`src/design/olx_pkg.sv`:
```
`timescale 1ns / 1ps

package olx_pkg;

	// Channel payloads
	typedef struct packed {
		logic [7:0]  byte_value;
		logic [19:0] byte_line;
		logic [15:0] byte_column;
		logic        last_byte;
	} in_item_t;

	typedef struct packed {
		logic [4:0]  token_code;
		logic [1:0]  error_code;
		logic [7:0]  passed_byte;
		logic [19:0] token_line;
		logic [15:0] token_column;
		logic        end_of_run;
	} out_item_t;

	// Scanner state
	typedef struct packed {
		logic [2:0]  scan_mode;
		logic [7:0]  pending_byte;
		logic [19:0] pending_line;
		logic [15:0] pending_column;
		logic        error_latched;
	} scan_state_t;

	localparam logic [2:0] MODE_IDLE  = 3'd0;
	localparam logic [2:0] MODE_PEND  = 3'd1;
	localparam logic [2:0] MODE_LINE  = 3'd2;
	localparam logic [2:0] MODE_BLOCK = 3'd3;
	localparam logic [2:0] MODE_BSTAR = 3'd4;

	localparam scan_state_t STATE_RESET = '{
		scan_mode: MODE_IDLE, pending_byte: 8'd0, pending_line: 20'd0,
		pending_column: 16'd0, error_latched: 1'b0};

	// Error codes
	localparam logic [1:0] ERR_NONE  = 2'd0;
	localparam logic [1:0] ERR_PIPE  = 2'd1;
	localparam logic [1:0] ERR_BLOCK = 2'd2;

	// Token field of an error item
	localparam logic [4:0] ERR_TOKEN = 5'd0;

	// Token codes
	localparam logic [4:0] TK_PLUS       = 5'd0;
	localparam logic [4:0] TK_PLUSPLUS   = 5'd1;
	localparam logic [4:0] TK_MINUS      = 5'd2;
	localparam logic [4:0] TK_MINUSMINUS = 5'd3;
	localparam logic [4:0] TK_STAR       = 5'd4;
	localparam logic [4:0] TK_SLASH      = 5'd5;
	localparam logic [4:0] TK_PERCENT    = 5'd6;
	localparam logic [4:0] TK_CARET      = 5'd7;
	localparam logic [4:0] TK_QUESTION   = 5'd8;
	localparam logic [4:0] TK_AMP        = 5'd9;
	localparam logic [4:0] TK_AMPAMP     = 5'd10;
	localparam logic [4:0] TK_PIPEPIPE   = 5'd11;
	localparam logic [4:0] TK_BANG       = 5'd12;
	localparam logic [4:0] TK_BANGEQ     = 5'd13;
	localparam logic [4:0] TK_EQUAL      = 5'd14;
	localparam logic [4:0] TK_EQEQ       = 5'd15;
	localparam logic [4:0] TK_LESS       = 5'd16;
	localparam logic [4:0] TK_LESSEQ     = 5'd17;
	localparam logic [4:0] TK_GREATER    = 5'd18;
	localparam logic [4:0] TK_GREATEREQ  = 5'd19;
	localparam logic [4:0] TK_LPAREN     = 5'd20;
	localparam logic [4:0] TK_RPAREN     = 5'd21;
	localparam logic [4:0] TK_LBRACE     = 5'd22;
	localparam logic [4:0] TK_RBRACE     = 5'd23;
	localparam logic [4:0] TK_LBRACKET   = 5'd24;
	localparam logic [4:0] TK_RBRACKET   = 5'd25;
	localparam logic [4:0] TK_COLON      = 5'd26;
	localparam logic [4:0] TK_COMMA      = 5'd27;
	localparam logic [4:0] TK_SEMICOLON  = 5'd28;
	localparam logic [4:0] TK_DOT        = 5'd29;
	localparam logic [4:0] TK_PASS       = 5'd30;

	// Characters
	localparam logic [7:0] CH_NL    = 8'h0A;
	localparam logic [7:0] CH_SLASH = 8'h2F;
	localparam logic [7:0] CH_STAR  = 8'h2A;
	localparam logic [7:0] CH_PIPE  = 8'h7C;
	localparam logic [7:0] CH_EQ    = 8'h3D;
	localparam logic [7:0] CH_PLUS  = 8'h2B;
	localparam logic [7:0] CH_MINUS = 8'h2D;
	localparam logic [7:0] CH_AMP   = 8'h26;
	localparam logic [7:0] CH_BANG  = 8'h21;
	localparam logic [7:0] CH_LESS  = 8'h3C;
	localparam logic [7:0] CH_GT    = 8'h3E;

	// Output queue
	localparam int Q_DEPTH = 4;
	localparam int Q_AW    = $clog2(Q_DEPTH);

	// Code of a byte on its own; passthrough when it is no operator
	function automatic logic [4:0] single_code(input logic [7:0] c);
		logic [4:0] r;
		case (c)
			CH_PLUS:  r = TK_PLUS;
			CH_MINUS: r = TK_MINUS;
			CH_STAR:  r = TK_STAR;
			CH_SLASH: r = TK_SLASH;
			8'h25:    r = TK_PERCENT;
			8'h5E:    r = TK_CARET;
			8'h3F:    r = TK_QUESTION;
			CH_AMP:   r = TK_AMP;
			CH_BANG:  r = TK_BANG;
			CH_EQ:    r = TK_EQUAL;
			CH_LESS:  r = TK_LESS;
			CH_GT:    r = TK_GREATER;
			8'h28:    r = TK_LPAREN;
			8'h29:    r = TK_RPAREN;
			8'h7B:    r = TK_LBRACE;
			8'h7D:    r = TK_RBRACE;
			8'h5B:    r = TK_LBRACKET;
			8'h5D:    r = TK_RBRACKET;
			8'h3A:    r = TK_COLON;
			8'h2C:    r = TK_COMMA;
			8'h3B:    r = TK_SEMICOLON;
			8'h2E:    r = TK_DOT;
			default:  r = TK_PASS;
		endcase
		return r;
	endfunction

	function automatic logic may_pair(input logic [7:0] c);
		return c == CH_PLUS || c == CH_MINUS || c == CH_AMP || c == CH_PIPE ||
			c == CH_BANG || c == CH_EQ || c == CH_LESS || c == CH_GT ||
			c == CH_SLASH;
	endfunction

	function automatic logic pair_hit(input logic [7:0] p, input logic [7:0] c);
		return (p == CH_PLUS && c == CH_PLUS) || (p == CH_MINUS && c == CH_MINUS) ||
			(p == CH_AMP && c == CH_AMP) || (p == CH_PIPE && c == CH_PIPE) ||
			(c == CH_EQ && (p == CH_BANG || p == CH_EQ || p == CH_LESS ||
			p == CH_GT));
	endfunction

	function automatic logic [4:0] pair_code(input logic [7:0] p);
		logic [4:0] r;
		case (p)
			CH_PLUS:  r = TK_PLUSPLUS;
			CH_MINUS: r = TK_MINUSMINUS;
			CH_AMP:   r = TK_AMPAMP;
			CH_PIPE:  r = TK_PIPEPIPE;
			CH_BANG:  r = TK_BANGEQ;
			CH_EQ:    r = TK_EQEQ;
			CH_LESS:  r = TK_LESSEQ;
			default:  r = TK_GREATEREQ;
		endcase
		return r;
	endfunction

	function automatic out_item_t make_item(input logic [4:0] code,
			input logic [1:0] err, input logic [7:0] b,
			input logic [19:0] line, input logic [15:0] col);
		out_item_t r;
		r.token_code   = code;
		r.error_code   = err;
		r.passed_byte  = b;
		r.token_line   = line;
		r.token_column = col;
		r.end_of_run   = 1'b0;
		return r;
	endfunction

	// One-character token for a byte, with the byte itself on passthrough
	function automatic out_item_t single_item(input logic [7:0] c,
			input logic [19:0] line, input logic [15:0] col);
		logic [4:0] code;
		code = single_code(c);
		return make_item(code, ERR_NONE, (code == TK_PASS) ? c : 8'd0, line, col);
	endfunction

endpackage

```
`src/design/olx_step.sv`:
```
`timescale 1ns / 1ps

module olx_step (
	input  olx_pkg::scan_state_t cur,
	input  olx_pkg::in_item_t    item,
	output olx_pkg::scan_state_t nxt,
	output logic [1:0]           push_n,
	output olx_pkg::out_item_t   res0,
	output olx_pkg::out_item_t   res1
);
	import olx_pkg::*;

	logic [7:0] c;
	logic [1:0] n;
	out_item_t  tail;
	logic       tail_hit;

	assign c = item.byte_value;

	always_comb begin
		nxt      = cur;
		n        = 2'd0;
		res0     = '0;
		res1     = '0;
		tail     = '0;
		tail_hit = 1'b0;

		if (cur.error_latched) begin
			// drop everything until the last byte
			if (item.last_byte) begin
				nxt = STATE_RESET;
			end
		end else begin
			case (cur.scan_mode)
				MODE_LINE: begin
					if (c == CH_NL) begin
						nxt.scan_mode = MODE_IDLE;
					end
				end
				MODE_BLOCK: begin
					if (c == CH_STAR) begin
						nxt.scan_mode = MODE_BSTAR;
					end
				end
				MODE_BSTAR: begin
					if (c == CH_SLASH) begin
						nxt.scan_mode = MODE_IDLE;
					end else if (c != CH_STAR) begin
						nxt.scan_mode = MODE_BLOCK;
					end
				end
				MODE_PEND: begin
					if (cur.pending_byte == CH_SLASH && c == CH_SLASH) begin
						nxt.scan_mode = MODE_LINE;
					end else if (cur.pending_byte == CH_SLASH && c == CH_STAR) begin
						// keep the opening slash position for the error report
						nxt.scan_mode = MODE_BLOCK;
					end else if (pair_hit(cur.pending_byte, c)) begin
						res0 = make_item(pair_code(cur.pending_byte), ERR_NONE, 8'd0,
							cur.pending_line, cur.pending_column);
						n = 2'd1;
						nxt.scan_mode = MODE_IDLE;
					end else if (cur.pending_byte == CH_PIPE) begin
						// lone pipe: report and latch, drop this byte
						res0 = make_item(ERR_TOKEN, ERR_PIPE, 8'd0,
							cur.pending_line, cur.pending_column);
						n = 2'd1;
						nxt.scan_mode = MODE_IDLE;
						nxt.error_latched = 1'b1;
					end else begin
						// flush held byte, then start on the new one
						res0 = single_item(cur.pending_byte,
							cur.pending_line, cur.pending_column);
						n = 2'd1;
						if (may_pair(c)) begin
							nxt.scan_mode      = MODE_PEND;
							nxt.pending_byte   = c;
							nxt.pending_line   = item.byte_line;
							nxt.pending_column = item.byte_column;
						end else begin
							nxt.scan_mode = MODE_IDLE;
							res1 = single_item(c, item.byte_line, item.byte_column);
							n = 2'd2;
						end
					end
				end
				default: begin
					if (may_pair(c)) begin
						nxt.scan_mode      = MODE_PEND;
						nxt.pending_byte   = c;
						nxt.pending_line   = item.byte_line;
						nxt.pending_column = item.byte_column;
					end else begin
						nxt.scan_mode = MODE_IDLE;
						res0 = single_item(c, item.byte_line, item.byte_column);
						n = 2'd1;
					end
				end
			endcase

			// end of source: flush pending byte (a lone pipe as an error) or report open block comment
			if (item.last_byte) begin
				if (!nxt.error_latched) begin
					if (nxt.scan_mode == MODE_PEND) begin
						tail_hit = 1'b1;
						if (nxt.pending_byte == CH_PIPE) begin
							tail = make_item(ERR_TOKEN, ERR_PIPE, 8'd0,
								nxt.pending_line, nxt.pending_column);
						end else begin
							tail = single_item(nxt.pending_byte,
								nxt.pending_line, nxt.pending_column);
						end
					end else if (nxt.scan_mode == MODE_BLOCK ||
						nxt.scan_mode == MODE_BSTAR) begin
						tail_hit = 1'b1;
						tail = make_item(ERR_TOKEN, ERR_BLOCK, 8'd0,
							nxt.pending_line, nxt.pending_column);
					end
				end
				if (tail_hit) begin
					if (n == 2'd0) begin
						res0 = tail;
					end else begin
						res1 = tail;
					end
					n = n + 2'd1;
				end
				nxt = STATE_RESET;
			end
		end

		// mark the last result of this byte
		if (n == 2'd1) begin
			res0.end_of_run = 1'b1;
		end else if (n == 2'd2) begin
			res1.end_of_run = 1'b1;
		end
	end

	assign push_n = n;

endmodule

```
`src/design/olx_outq.sv`:
```
`timescale 1ns / 1ps

module olx_outq (
	input  logic               clk,
	input  logic               arst_n,
	input  logic [1:0]         push_n,
	input  olx_pkg::out_item_t res0,
	input  olx_pkg::out_item_t res1,
	output logic               room,
	output logic               token_valid,
	input  logic               token_stall,
	output olx_pkg::out_item_t token_item
);
	import olx_pkg::*;

	out_item_t       mem_q [Q_DEPTH];
	logic [Q_AW-1:0] wr_ptr_q;
	logic [Q_AW-1:0] rd_ptr_q;
	logic [Q_AW:0]   count_q;
	logic            pop;

	assign token_valid = (count_q != '0);
	assign token_item  = mem_q[rd_ptr_q];
	assign pop         = token_valid && !token_stall;
	// room for two results from the next byte
	assign room        = (count_q <= (Q_AW+1)'(Q_DEPTH - 2));

	// write results in order
	always_ff @(posedge clk) begin
		if (push_n != 2'd0) begin
			mem_q[wr_ptr_q] <= res0;
		end
		if (push_n == 2'd2) begin
			mem_q[wr_ptr_q + Q_AW'(1)] <= res1;
		end
	end

	// advance pointers and occupancy
	always_ff @(posedge clk or negedge arst_n) begin
		if (!arst_n) begin
			wr_ptr_q <= '0;
			rd_ptr_q <= '0;
			count_q  <= '0;
		end else begin
			wr_ptr_q <= wr_ptr_q + Q_AW'(push_n);
			if (pop) begin
				rd_ptr_q <= rd_ptr_q + Q_AW'(1);
			end
			count_q <= count_q + (Q_AW+1)'(push_n) - (Q_AW+1)'(pop);
		end
	end

	a_count_bound: assert property (@(posedge clk) disable iff (!arst_n)
		count_q <= (Q_AW+1)'(Q_DEPTH))
		else $error("output queue overflow");

	a_push_room: assert property (@(posedge clk) disable iff (!arst_n)
		push_n != 2'd0 |-> room)
		else $error("push without room");

	a_push_range: assert property (@(posedge clk) disable iff (!arst_n)
		push_n != 2'd3)
		else $error("more than two results from one byte");

	a_pop_only: assert property (@(posedge clk) disable iff (!arst_n)
		pop && push_n == 2'd0 |=> count_q == $past(count_q) - (Q_AW+1)'(1))
		else $error("occupancy did not drop on pop");

endmodule

```
`src/design/operator_and_comment_lexer.sv`:
```
`timescale 1ns / 1ps

// Channel   Handshake                  Payload                    Role
// byte      byte_valid / byte_stall    byte_item  (in_item_t)     source bytes in
// token     token_valid / token_stall  token_item (out_item_t)    tokens and errors out
//
// A byte is scanned in the cycle it is accepted; its zero to two results land in a
// four-entry output queue and can leave from the next cycle, one per unstalled cycle.
// Sustained rate is one byte per unstalled cycle while bytes give at most one result
// each; the queue's single read port sets that limit, so byte_stall rises when fewer
// than two slots are free. Reset is asynchronous and clears scanner state and queue
// occupancy. A token stall backs up into byte_stall once three results are waiting.

module operator_and_comment_lexer (
	input  logic               clk,
	input  logic               arst_n,
	input  logic               byte_valid,
	output logic               byte_stall,
	input  olx_pkg::in_item_t  byte_item,
	output logic               token_valid,
	input  logic               token_stall,
	output olx_pkg::out_item_t token_item
);
	import olx_pkg::*;

	scan_state_t state_q;
	scan_state_t state_nxt;
	logic [1:0]  step_n;
	logic [1:0]  push_n;
	out_item_t   res0;
	out_item_t   res1;
	logic        room;
	logic        accept;

	assign byte_stall = !room;
	assign accept     = byte_valid && room;
	assign push_n     = accept ? step_n : 2'd0;

	olx_step u_step (
		.cur    (state_q),
		.item   (byte_item),
		.nxt    (state_nxt),
		.push_n (step_n),
		.res0   (res0),
		.res1   (res1)
	);

	olx_outq u_outq (
		.clk         (clk),
		.arst_n      (arst_n),
		.push_n      (push_n),
		.res0        (res0),
		.res1        (res1),
		.room        (room),
		.token_valid (token_valid),
		.token_stall (token_stall),
		.token_item  (token_item)
	);

	// hold scanner state between accepted items
	always_ff @(posedge clk or negedge arst_n) begin
		if (!arst_n) begin
			state_q <= STATE_RESET;
		end else if (accept) begin
			state_q <= state_nxt;
		end
	end

	a_last_resets: assert property (@(posedge clk) disable iff (!arst_n)
		accept && byte_item.last_byte |=> state_q.scan_mode == MODE_IDLE &&
		!state_q.error_latched)
		else $error("scanner not reset after last byte");

	a_latch_silent: assert property (@(posedge clk) disable iff (!arst_n)
		state_q.error_latched |-> step_n == 2'd0)
		else $error("result while error latched");

	a_token_hold: assert property (@(posedge clk) disable iff (!arst_n)
		token_valid && token_stall |=> token_valid && $stable(token_item))
		else $error("token item changed while stalled");

endmodule

```
`config.mk`:
```
export PLATFORM = sky130hd
export DESIGN_NAME = operator_and_comment_lexer
export DESIGN_NICKNAME = d
export VERILOG_FILES = /design/src/design/olx_pkg.sv /design/src/design/olx_step.sv /design/src/design/olx_outq.sv /design/src/design/operator_and_comment_lexer.sv
export SDC_FILE = /design/constraint.sdc
export NUM_CORES = 1
export LEC_CHECK = 0
export BUFFER_PORTS_ARGS = -buffer_cell sky130_fd_sc_hd__buf_2
export CORE_UTILIZATION = 55
export DETAILED_ROUTE_END_ITERATION = 16
export PLACE_DENSITY = 0.83
export SYNTH_ARGS = -nofsm -noshare
export SYNTH_HDL_FRONTEND = slang
export SYNTH_SLANG_ARGS = --single-unit
```
`constraint.sdc`:
```
create_clock -name clk -period 14.7 [get_ports clk]
set_clock_uncertainty 0.05 [all_clocks]
set_input_delay 1.47 -clock clk [delete_from_list [all_inputs] [get_ports clk]]
set_output_delay 1.47 -clock clk [all_outputs]
set_load 0.01 [all_outputs]
```
==> results by group, run 1 <==
Outcome
  • Status: complete, no violations

Clocking
  • CTS buffer count: 28
  • Post-CTS Setup Inserts: 0
  • Cts hold-fix bufs: 0
  • CTS Sinks: 263
  • Post-cts resize count: 0
  • Clock root buffer: clkbuf_16
  • CTS clk-pin slew, worst paths: 0.06 ns
  • CTS tree: done
  • Maximum clock path buffer count: 3
  • H-tree levels: 1
  • Clock Latency Late Sink: 0.54 ns

Critical path
  • Setup crit start kind: input pin
  • CP Capture Type: register
  • Worst EP arrival: 7.18 ns
  • Worst Path Required: 14.82 ns
  • Max FO, Critical Path: 94
  • Setup CP Type: input pin to register

STA
  • Final Hold Slack: 0.446 ns
  • Worst-Margin Slew: 1.27 ns
  • Slew HR: 0.157
  • Final worst-path setup slack: 7.64 ns
  • Slew Viols, Final: 0
  • Fmax achieved: 142 MHz
  • Final Setup Violations: 0
  • Sum Neg Setup Slack: 0 ns
  • Unrepaired setup endpoints after global routing: no
  • Final Hold Viols: 0
  • Tmin final: 7.06 ns
  • Final worst-path cycle share: 0.480

Yosys
  • Avg Cell Area, Syn: 10.0 um2
  • Count of different cell masters after synthesis: 100
  • Most used DFF post-synth: edfxtp_1
  • Compound-Gate Fraction of Synth Area: 0.211
  • Ys Warns: 0
  • Area share of fa/ha/maj cells after synthesis: 0.00505
  • Mapped Area: 16300 um2
  • Post-synthesis mux area share: 0.0996
  • Ys async rst share: 0.209
  • Seq/Total Area, Yosys: 0.466
  • Main combinational cell family by area after synthesis: compound AO/OA/AOI/OAI gates
  • Post-synth EDFFs: 208
  • Syn Inst Count: 1629
  • Syn Nets: 1684
  • Post-synthesis simple-gate area fraction: 0.162
  • Post-synthesis register bit count: 263
  • XOR/XNOR Fraction of Synth Area: 0.00750

Die
  • Initial Util: 0.565
  • Die width: 174 um
  • Die height: 174 um
  • Cell Rows: 62
  • Core area: 28900 um2
  • Die ar.: 30400 um2
  • I/O pin count: 103

Place
  • Setup WS pre-CTS: 7.24 ns
  • Buffers on Ports: 102
  • DP HPWL: 29.2 mm
  • GP Congestion: 0.952

Detailed routing
  • DRT iter0 DRCs: 1979
  • Routed vias: 14000
  • Total wire length: 47.1 mm
  • DRC: 0
  • DR pass1 iterations: 6
  • Vias per inst: 6.84
  • Routed wire per std cell: 23.1 um
  • Final antenna-violating net count: 0

GRT
  • Total GRT Usage: 0.308
  • Pin count of the biggest net entering global routing: 95
  • Initial antenna violation count: 2
  • Grt ovf: 0
  • First-pass GRT wire length: 74.1 mm
  • Vias in the first global route: 13400

Run
  • MaxCap Viol Count: 0

Final layout
  • Fraction of layout cells with a size suffix above 1: 0.176
  • Ant. Diodes: 0
  • Nets: 1691
  • Area growth syn-to-layout: 8.92%

Power
  • Worst VDD drop: 0.109 mV
  • Power Density: 137 nW/um2
  • P_leak: 6.29 nW
  • Overall power: 2.44 mW

Min path
  • HP Class: register to register
==> registers in the layout (all words and copies together), names as in the netlist <==
signal	cells
u_outq.mem_q	208
state_q	48
u_outq.count_q	3
u_outq.rd_ptr_q	2
u_outq.wr_ptr_q	2
==> metrics by stage <==
step           cells  cell area, um2   util
2_1_floorplan   1629           16300      -
3_3_place_gp    1990           16900  0.585
3_5_place_dp    1990           16900  0.585
4_1_cts         2042           17800  0.615
5_1_grt         2042           17800  0.615
6_report        2042           17800  0.615
==> Yosys cell counts (all sizes together) (4+ instances only) <==
cell       n  area share
o21ai    210       0.065
and2       6      0.0023
a221oi    14      0.0075
edfxtp   208        0.38
nor4      12      0.0070
nand3     57       0.018
dfrtp     55       0.084
mux4      52       0.072
nand2    291       0.067
mux2i     40       0.024
nor2      92       0.024
or3        9      0.0034
nor3b      5      0.0026
o22ai     10      0.0042
ha         5      0.0038
buf       70       0.025
nor3      19      0.0061
a211oi    19      0.0090
xor2       5      0.0027
a2bb2oi    4      0.0025
a31oi     13      0.0050
nor4b      8      0.0052
a22o      34       0.018
nor2b      7      0.0031
a22oi     32       0.015
o32ai      4      0.0038
o2111ai    4      0.0021
a41oi     14      0.0075
a21oi     73       0.026
o31ai     60       0.028
mux2       5      0.0034
nand4b     5      0.0027
and3       9      0.0038
inv       21      0.0048
or2        4      0.0015
clkbuf    77       0.018
xnor2      9      0.0048
nand2b     9      0.0039
==> cells in the final DEF (no fill, tap or decap), types with 13 or more instances in the layout <==
cell / Yosys / final
edfxtp_1: 208 / 208
dfrtp_1: 55 / 52
a22oi_1: 31 / 31
buf_4: 18 / 22
nor2_1: 75 / 70
a211oi_1: 18 / 18
nand3_1: 55 / 53
mux2i_1: 40 / 40
clkbuf_16: 0 / 28
mux4_2: 52 / 52
o31ai_1: 59 / 57
a41oi_1: 14 / 14
a221oi_1: 14 / 14
a21oi_1: 60 / 59
nand2_1: 291 / 290
o21ai_1: 39 / 38
nor2_2: 17 / 19
inv_1: 20 / 20
a22o_1: 34 / 34
nor3_1: 18 / 18
a31oi_1: 13 / 13
buf_2: 35 / 102
o21ai_0: 170 / 170
==> final timing paths <==
| check | slack, ns | endpoint | cells after the start | startpoint |
|---|---|---|---|---|
| setup / recovery | 7.64 | u_outq.mem_q[0][19] | 16 | byte_item[40] |
| hold / removal | 0.45 | u_outq.count_q[2] | 1 | u_outq.count_q[2] |
| setup reg to reg | 8.07 | u_outq.mem_q[0][19] | 15 | state_q[40] |
| hold reg to reg | 0.45 | u_outq.count_q[2] | 1 | u_outq.count_q[2] |
| max in group asynchronous | 12.88 | state_q[0] | 2 | arst_n |
| min in group asynchronous | 1.08 | state_q[10] | 2 | arst_n |
==> kinds of logic after synthesis <==
| group | after synthesis |
|---|---|
| xor gates and xnor gates | 14 |
| buffers and inverters | 169 |
| and+or+nand+nor | 555 |
| adders and majority gates | 6 |
| muxes | 97 |
| DFF | 263 |
| AOI/OAI and AO/OA | 525 |
==> critical path: stages <==
cell      delay (ns)
buf_2           0.43
nor4b_1         0.14
and4_1          0.20
a211oi_2        0.42
and2_1          0.19
buf_4           0.25
nand2_1         0.15
nor2_4          0.09
buf_4           0.52
inv_1           0.28
ha_1            0.40
nand2_1         0.11
o32ai_4         0.40
nand3_4         0.90
o31ai_4         0.52
buf_4           0.66
==> per-layer routing <==
layer	track usage	routed length (um)	share of wire
met5	0	8	0.00017
met4	0.137	2080	0.044
met3	0.0475	4690	0.10
met2	0.502	22500	0.48
met1	0.409	17800	0.38
==> where the power goes <==
part	internal (mW)	switching, mW	leakage (nW)
Combinational	0.309	0.441	3.23
Sequential	0.917	0.0799	2.62
Clock	0.400	0.293	0.434
Total	1.63	0.814	6.29
==> area by class of cell <==
class | instances | area (um2)
flip-flops and latches | 263 | 7630
clock buffers | 42 | 773
fillers | 2241 | 11100
well taps | 384 | 480
clock inverters | 10 | 119
repair buffers | 124 | 676
multi-input cells | 1197 | 8040
inverters | 22 | 82.6
Note: power is estimated with default switching activity, not from simulation.
==> inputs of run 2 (changes only) <==
ABC_AREA = 1   (was not set)
clock period = 6.6 ns   (was 14.7 ns; I/O delays follow)
==> run 2 against run 1 <==
Net effect:
- sequential power is 140% higher
- critical endpoint is now u_outq.mem_q[3][51]
- critical path depth is 2 higher
- global-route usage is 1.8 points higher
- via count is 22% higher
- largest cell class unchanged
==> results by group, run 2 <==
Clocking
  • CTS Sinks: 263 (unchanged)
  • CTS tree: done
  • Clock root buffer: clkbuf_16
  • Post-CTS Setup Inserts: 0 (unchanged)
  • Cts hold-fix bufs: 0 (unchanged)
  • Post-cts resize count: 0 (unchanged)
  • Clock Latency Late Sink: 0.54 ns (about the same)
  • H-tree levels: 1 (unchanged)
  • Maximum clock path buffer count: 3 (unchanged)
  • CTS clk-pin slew, worst paths: 0.07 ns (about the same)
  • CTS buffer count: 28 (unchanged)

Yosys
  • Post-synthesis mux area share: 0 (-0.0996)
  • Area share of fa/ha/maj cells after synthesis: 0.00480 (-0.000256)
  • Main combinational cell family by area after synthesis: compound AO/OA/AOI/OAI gates
  • Post-synthesis register bit count: 263 (unchanged)
  • Ys async rst share: 0.209 (unchanged)
  • Post-synth EDFFs: 208 (unchanged)
  • Most used DFF post-synth: edfxtp_1
  • Compound-Gate Fraction of Synth Area: 0.253 (+0.0420)
  • Most frequent cell after synthesis: nand2_1
  • Area contributors post-synth: edfxtp_1, nand2_1, o21ai_0
  • Seq/Total Area, Yosys: 0.443 (-0.0236)
  • Post-synthesis simple-gate area fraction: 0.219 (+0.0568)
  • Syn Nets: 2299 (+37%)
  • Synth area leader: edfxtp_1
  • Yosys top cell area share: 0.363 (-0.0194)
  • Count of different cell masters after synthesis: 54 (-46%)
  • Avg Cell Area, Syn: 7.67 um2 (-24%)
  • Syn Inst Count: 2244 (+38%)
  • Mapped Area: 17200 um2 (+5.3%)
  • Ys Warns: 0 (unchanged)
  • Most instantiated cells after synthesis: nand2_1, o21ai_0, nor2_1
  • XOR/XNOR Fraction of Synth Area: 0.00305 (-0.00445)

Power
  • Worst VDD drop: 0.238 mV (+120%)
  • P_leak: 6.90 nW (+9.8%)
  • Power Density: 441 nW/um2 (+220%)

Critical path
  • Worst Path Required: 6.94 ns (-7.88 ns)
  • Max incr delay on CP: 0.75 ns (-0.15 ns)
  • Setup CP Type: register to register
  • CP max stage cell: nand2_2
  • Worst EP arrival: 5.67 ns (-1.51 ns)
  • Flop-to-flop setup slack: 1.27 ns (-6.80 ns)
  • Max FO, Critical Path: 48 (-49%)
  • Crit path cell chain: nor3_2, inv_1, nand2_2, buf_4, inv_1, o21ai_0, nand2_1, nand3_1, nor2_1, nand2_1, nand2_1, nor2_1, nand2_1, nor2_1, nand2_1, o22ai_1, nand2_1, o21ai_1
  • Setup crit start kind: register
  • CP Capture Type: register
  • Cell repeated most along the worst path: nand2_1

GRT
  • Grt ovf: 0 (unchanged)
  • Vias in the first global route: 15400 (+14%)
  • First-pass GRT wire length: 81.7 mm (+10%)
  • Pin count of the biggest net entering global routing: 107 (+13%)
  • Total GRT Usage: 0.327 (+0.0181)
  • Initial antenna violation count: 1 (-1)

Final layout
  • Largest register FFs: 208 (unchanged)
  • Ant. Diodes: 0 (unchanged)
  • FILL cells: 2656 (+19%)
  • Commonest non-fill, non-tap cells in the layout: nand2_1, o21ai_0, nor2_1
  • Biggest regs: u_outq.mem_q (208), state_q (48), u_outq.count_q (3)
  • Area of the multi-input gates: 8360 um2 (+3.9%)
  • Area growth syn-to-layout: 8.45%
  • Most common cell after layout, fill and taps aside: nand2_1
  • Nets: 2298 (+36%)
  • Largest reg by FF count: u_outq.mem_q
  • Fraction of layout cells with a size suffix above 1: 0.112 (-0.0640)
  • Reg area: 7620 um2 (about the same)

Detailed routing
  • M1 WL: 21.3 mm (+20%)
  • Routed wire per std cell: 20.0 um (-13%)
  • Top sig layer: met5
  • Metal2 WL: 23.4 mm (+4.1%)
  • DRT iter0 DRCs: 2454 (+24%)
  • Total wire length: 53.2 mm (+13%)
  • DRC: 0 (unchanged)
  • Routed vias: 17000 (+22%)
  • Met3 Wirelength: 7.12 mm (+52%)
  • Final antenna-violating net count: 0 (unchanged)
  • Vias per inst: 6.40 (-6.4%)
  • DR pass1 iterations: 6 (unchanged)

STA
  • Slew Viols, Final: 0 (unchanged)
  • Final Hold Viols: 0 (unchanged)
  • Worst-Margin Slew: 1.19 ns (-0.0790 ns)
  • Tmin final: 5.33 ns
  • Unrepaired setup endpoints after global routing: no
  • Final worst-path cycle share: 0.807
  • Final worst-path setup slack: 1.27 ns (-6.37 ns)
  • Slew HR: 0.208 (+0.0518)
  • Final Setup Violations: 0 (unchanged)
  • Final Hold Slack: 0.274 ns (-0.172 ns)
  • Fmax achieved: 188 MHz

Place
  • Buffers on Ports: 102 (unchanged)
  • GP Congestion: 1.02 (+7.7%)
  • Setup WS pre-CTS: 1.41 ns (-5.83 ns)
  • DP HPWL: 34.5 mm (+18%)

Outcome
  • Status: complete, no violations

Die
  • Cell Rows: 64 (+3.2%)
  • Core area: 30700 um2 (+6.0%)
  • I/O pin count: 103 (unchanged)
  • Initial Util: 0.561 (-0.00351)
  • Die width: 179 um (+2.6%)
  • Die ar.: 32000 um2 (+5.3%)
  • Die height: 179 um (+2.6%)

Run
  • MaxCap Viol Count: 0 (unchanged)

Min path
  • HP Class: input pin to asynchronous set/reset pin
run 2: changes by cell type in the layout (fill, tap and decap cells not counted), sizes merged, moves of 13 or more:
cell    previous run  this run
inv               23       158
a22o              34         0
a21oi             73       113
o31ai             60         2
o21a               2        26
a221oi            14         1
mux4              52         0
o211ai             2        30
nor2              92       235
o21ai            210       423
nand3             57       111
nand2            291       492
o22ai             10       110
mux2i             40         0
run 2: stage by stage:
step                      setup TNS, ns  power [mW]   util  std cells  area (um2)
after floorplan                  -20.30        5.29      -       2244       17200
after global placement                0        6.40  0.579       2609       17800
after detailed placement              0        6.55  0.579       2609       17800
after CTS                             0        8.10  0.609       2661       18700
after global routing                  0        8.69  0.609       2661       18700
final                                 0        8.23  0.609       2661       18700
run 2: final cells by class:
class                           instances  area share
Multi-Input combinational cell       1666       0.448
Sequential cell                       263       0.408
Clock buffer                           40      0.0427
Timing Repair Buffer                  127      0.0374
Inverter                              157      0.0317
Tap cell                              396      0.0265
Clock inverter                         12     0.00590
run 2: report_power, final:
part | switching, mW | internal [mW]
clock network | 0.650 | 0.914
logic | 2.98 | 1.26
registers | 0.136 | 2.29
run 2: worst max-delay path, delay by kind of cell (launching register included):
| kind | cells | cell delay, ns |
|---|---|---|
| AO/OA/AOI/OAI | 3 | 0.70 |
| buffers and inverters | 3 | 1.47 |
| AND/OR/NAND/NOR | 12 | 2.47 |
| flip-flops | 1 | 0.45 |
run 2: routing by layer:
metal / track usage / vias up
li1: - / 7896
met1: 0.462 / 7848
met2: 0.493 / 1156
met3: 0.0855 / 121
met4: 0.0907 / 2
met5: 0 / -
run 2: final timing paths:
| kind | to | startpoint | depth (start not counted) |
|---|---|---|---|
| worst max register to register | u_outq.mem_q[3][51] | state_q[46] | 18 |
| min in group clk | u_outq.rd_ptr_q[1] | token_stall | 4 |
| worst min register to register | u_outq.count_q[2] | u_outq.count_q[2] | 1 |
| max in group asynchronous | u_outq.rd_ptr_q[0] | arst_n | 2 |
| worst min-delay path | state_q[14] | arst_n | 2 |
| worst max-delay path | u_outq.mem_q[3][51] | state_q[46] | 18 |
run 2: logic make-up (layout without fill, tap and decap cells):
kind of cell / after synthesis / after routing
and+or+nand+nor: 883 / 883
buffers and inverters: 315 / 336
adders and majority gates: 6 / 6
DFF: 263 / 263
xor gates and xnor gates: 6 / 6
AOI/OAI and AO/OA: 771 / 771
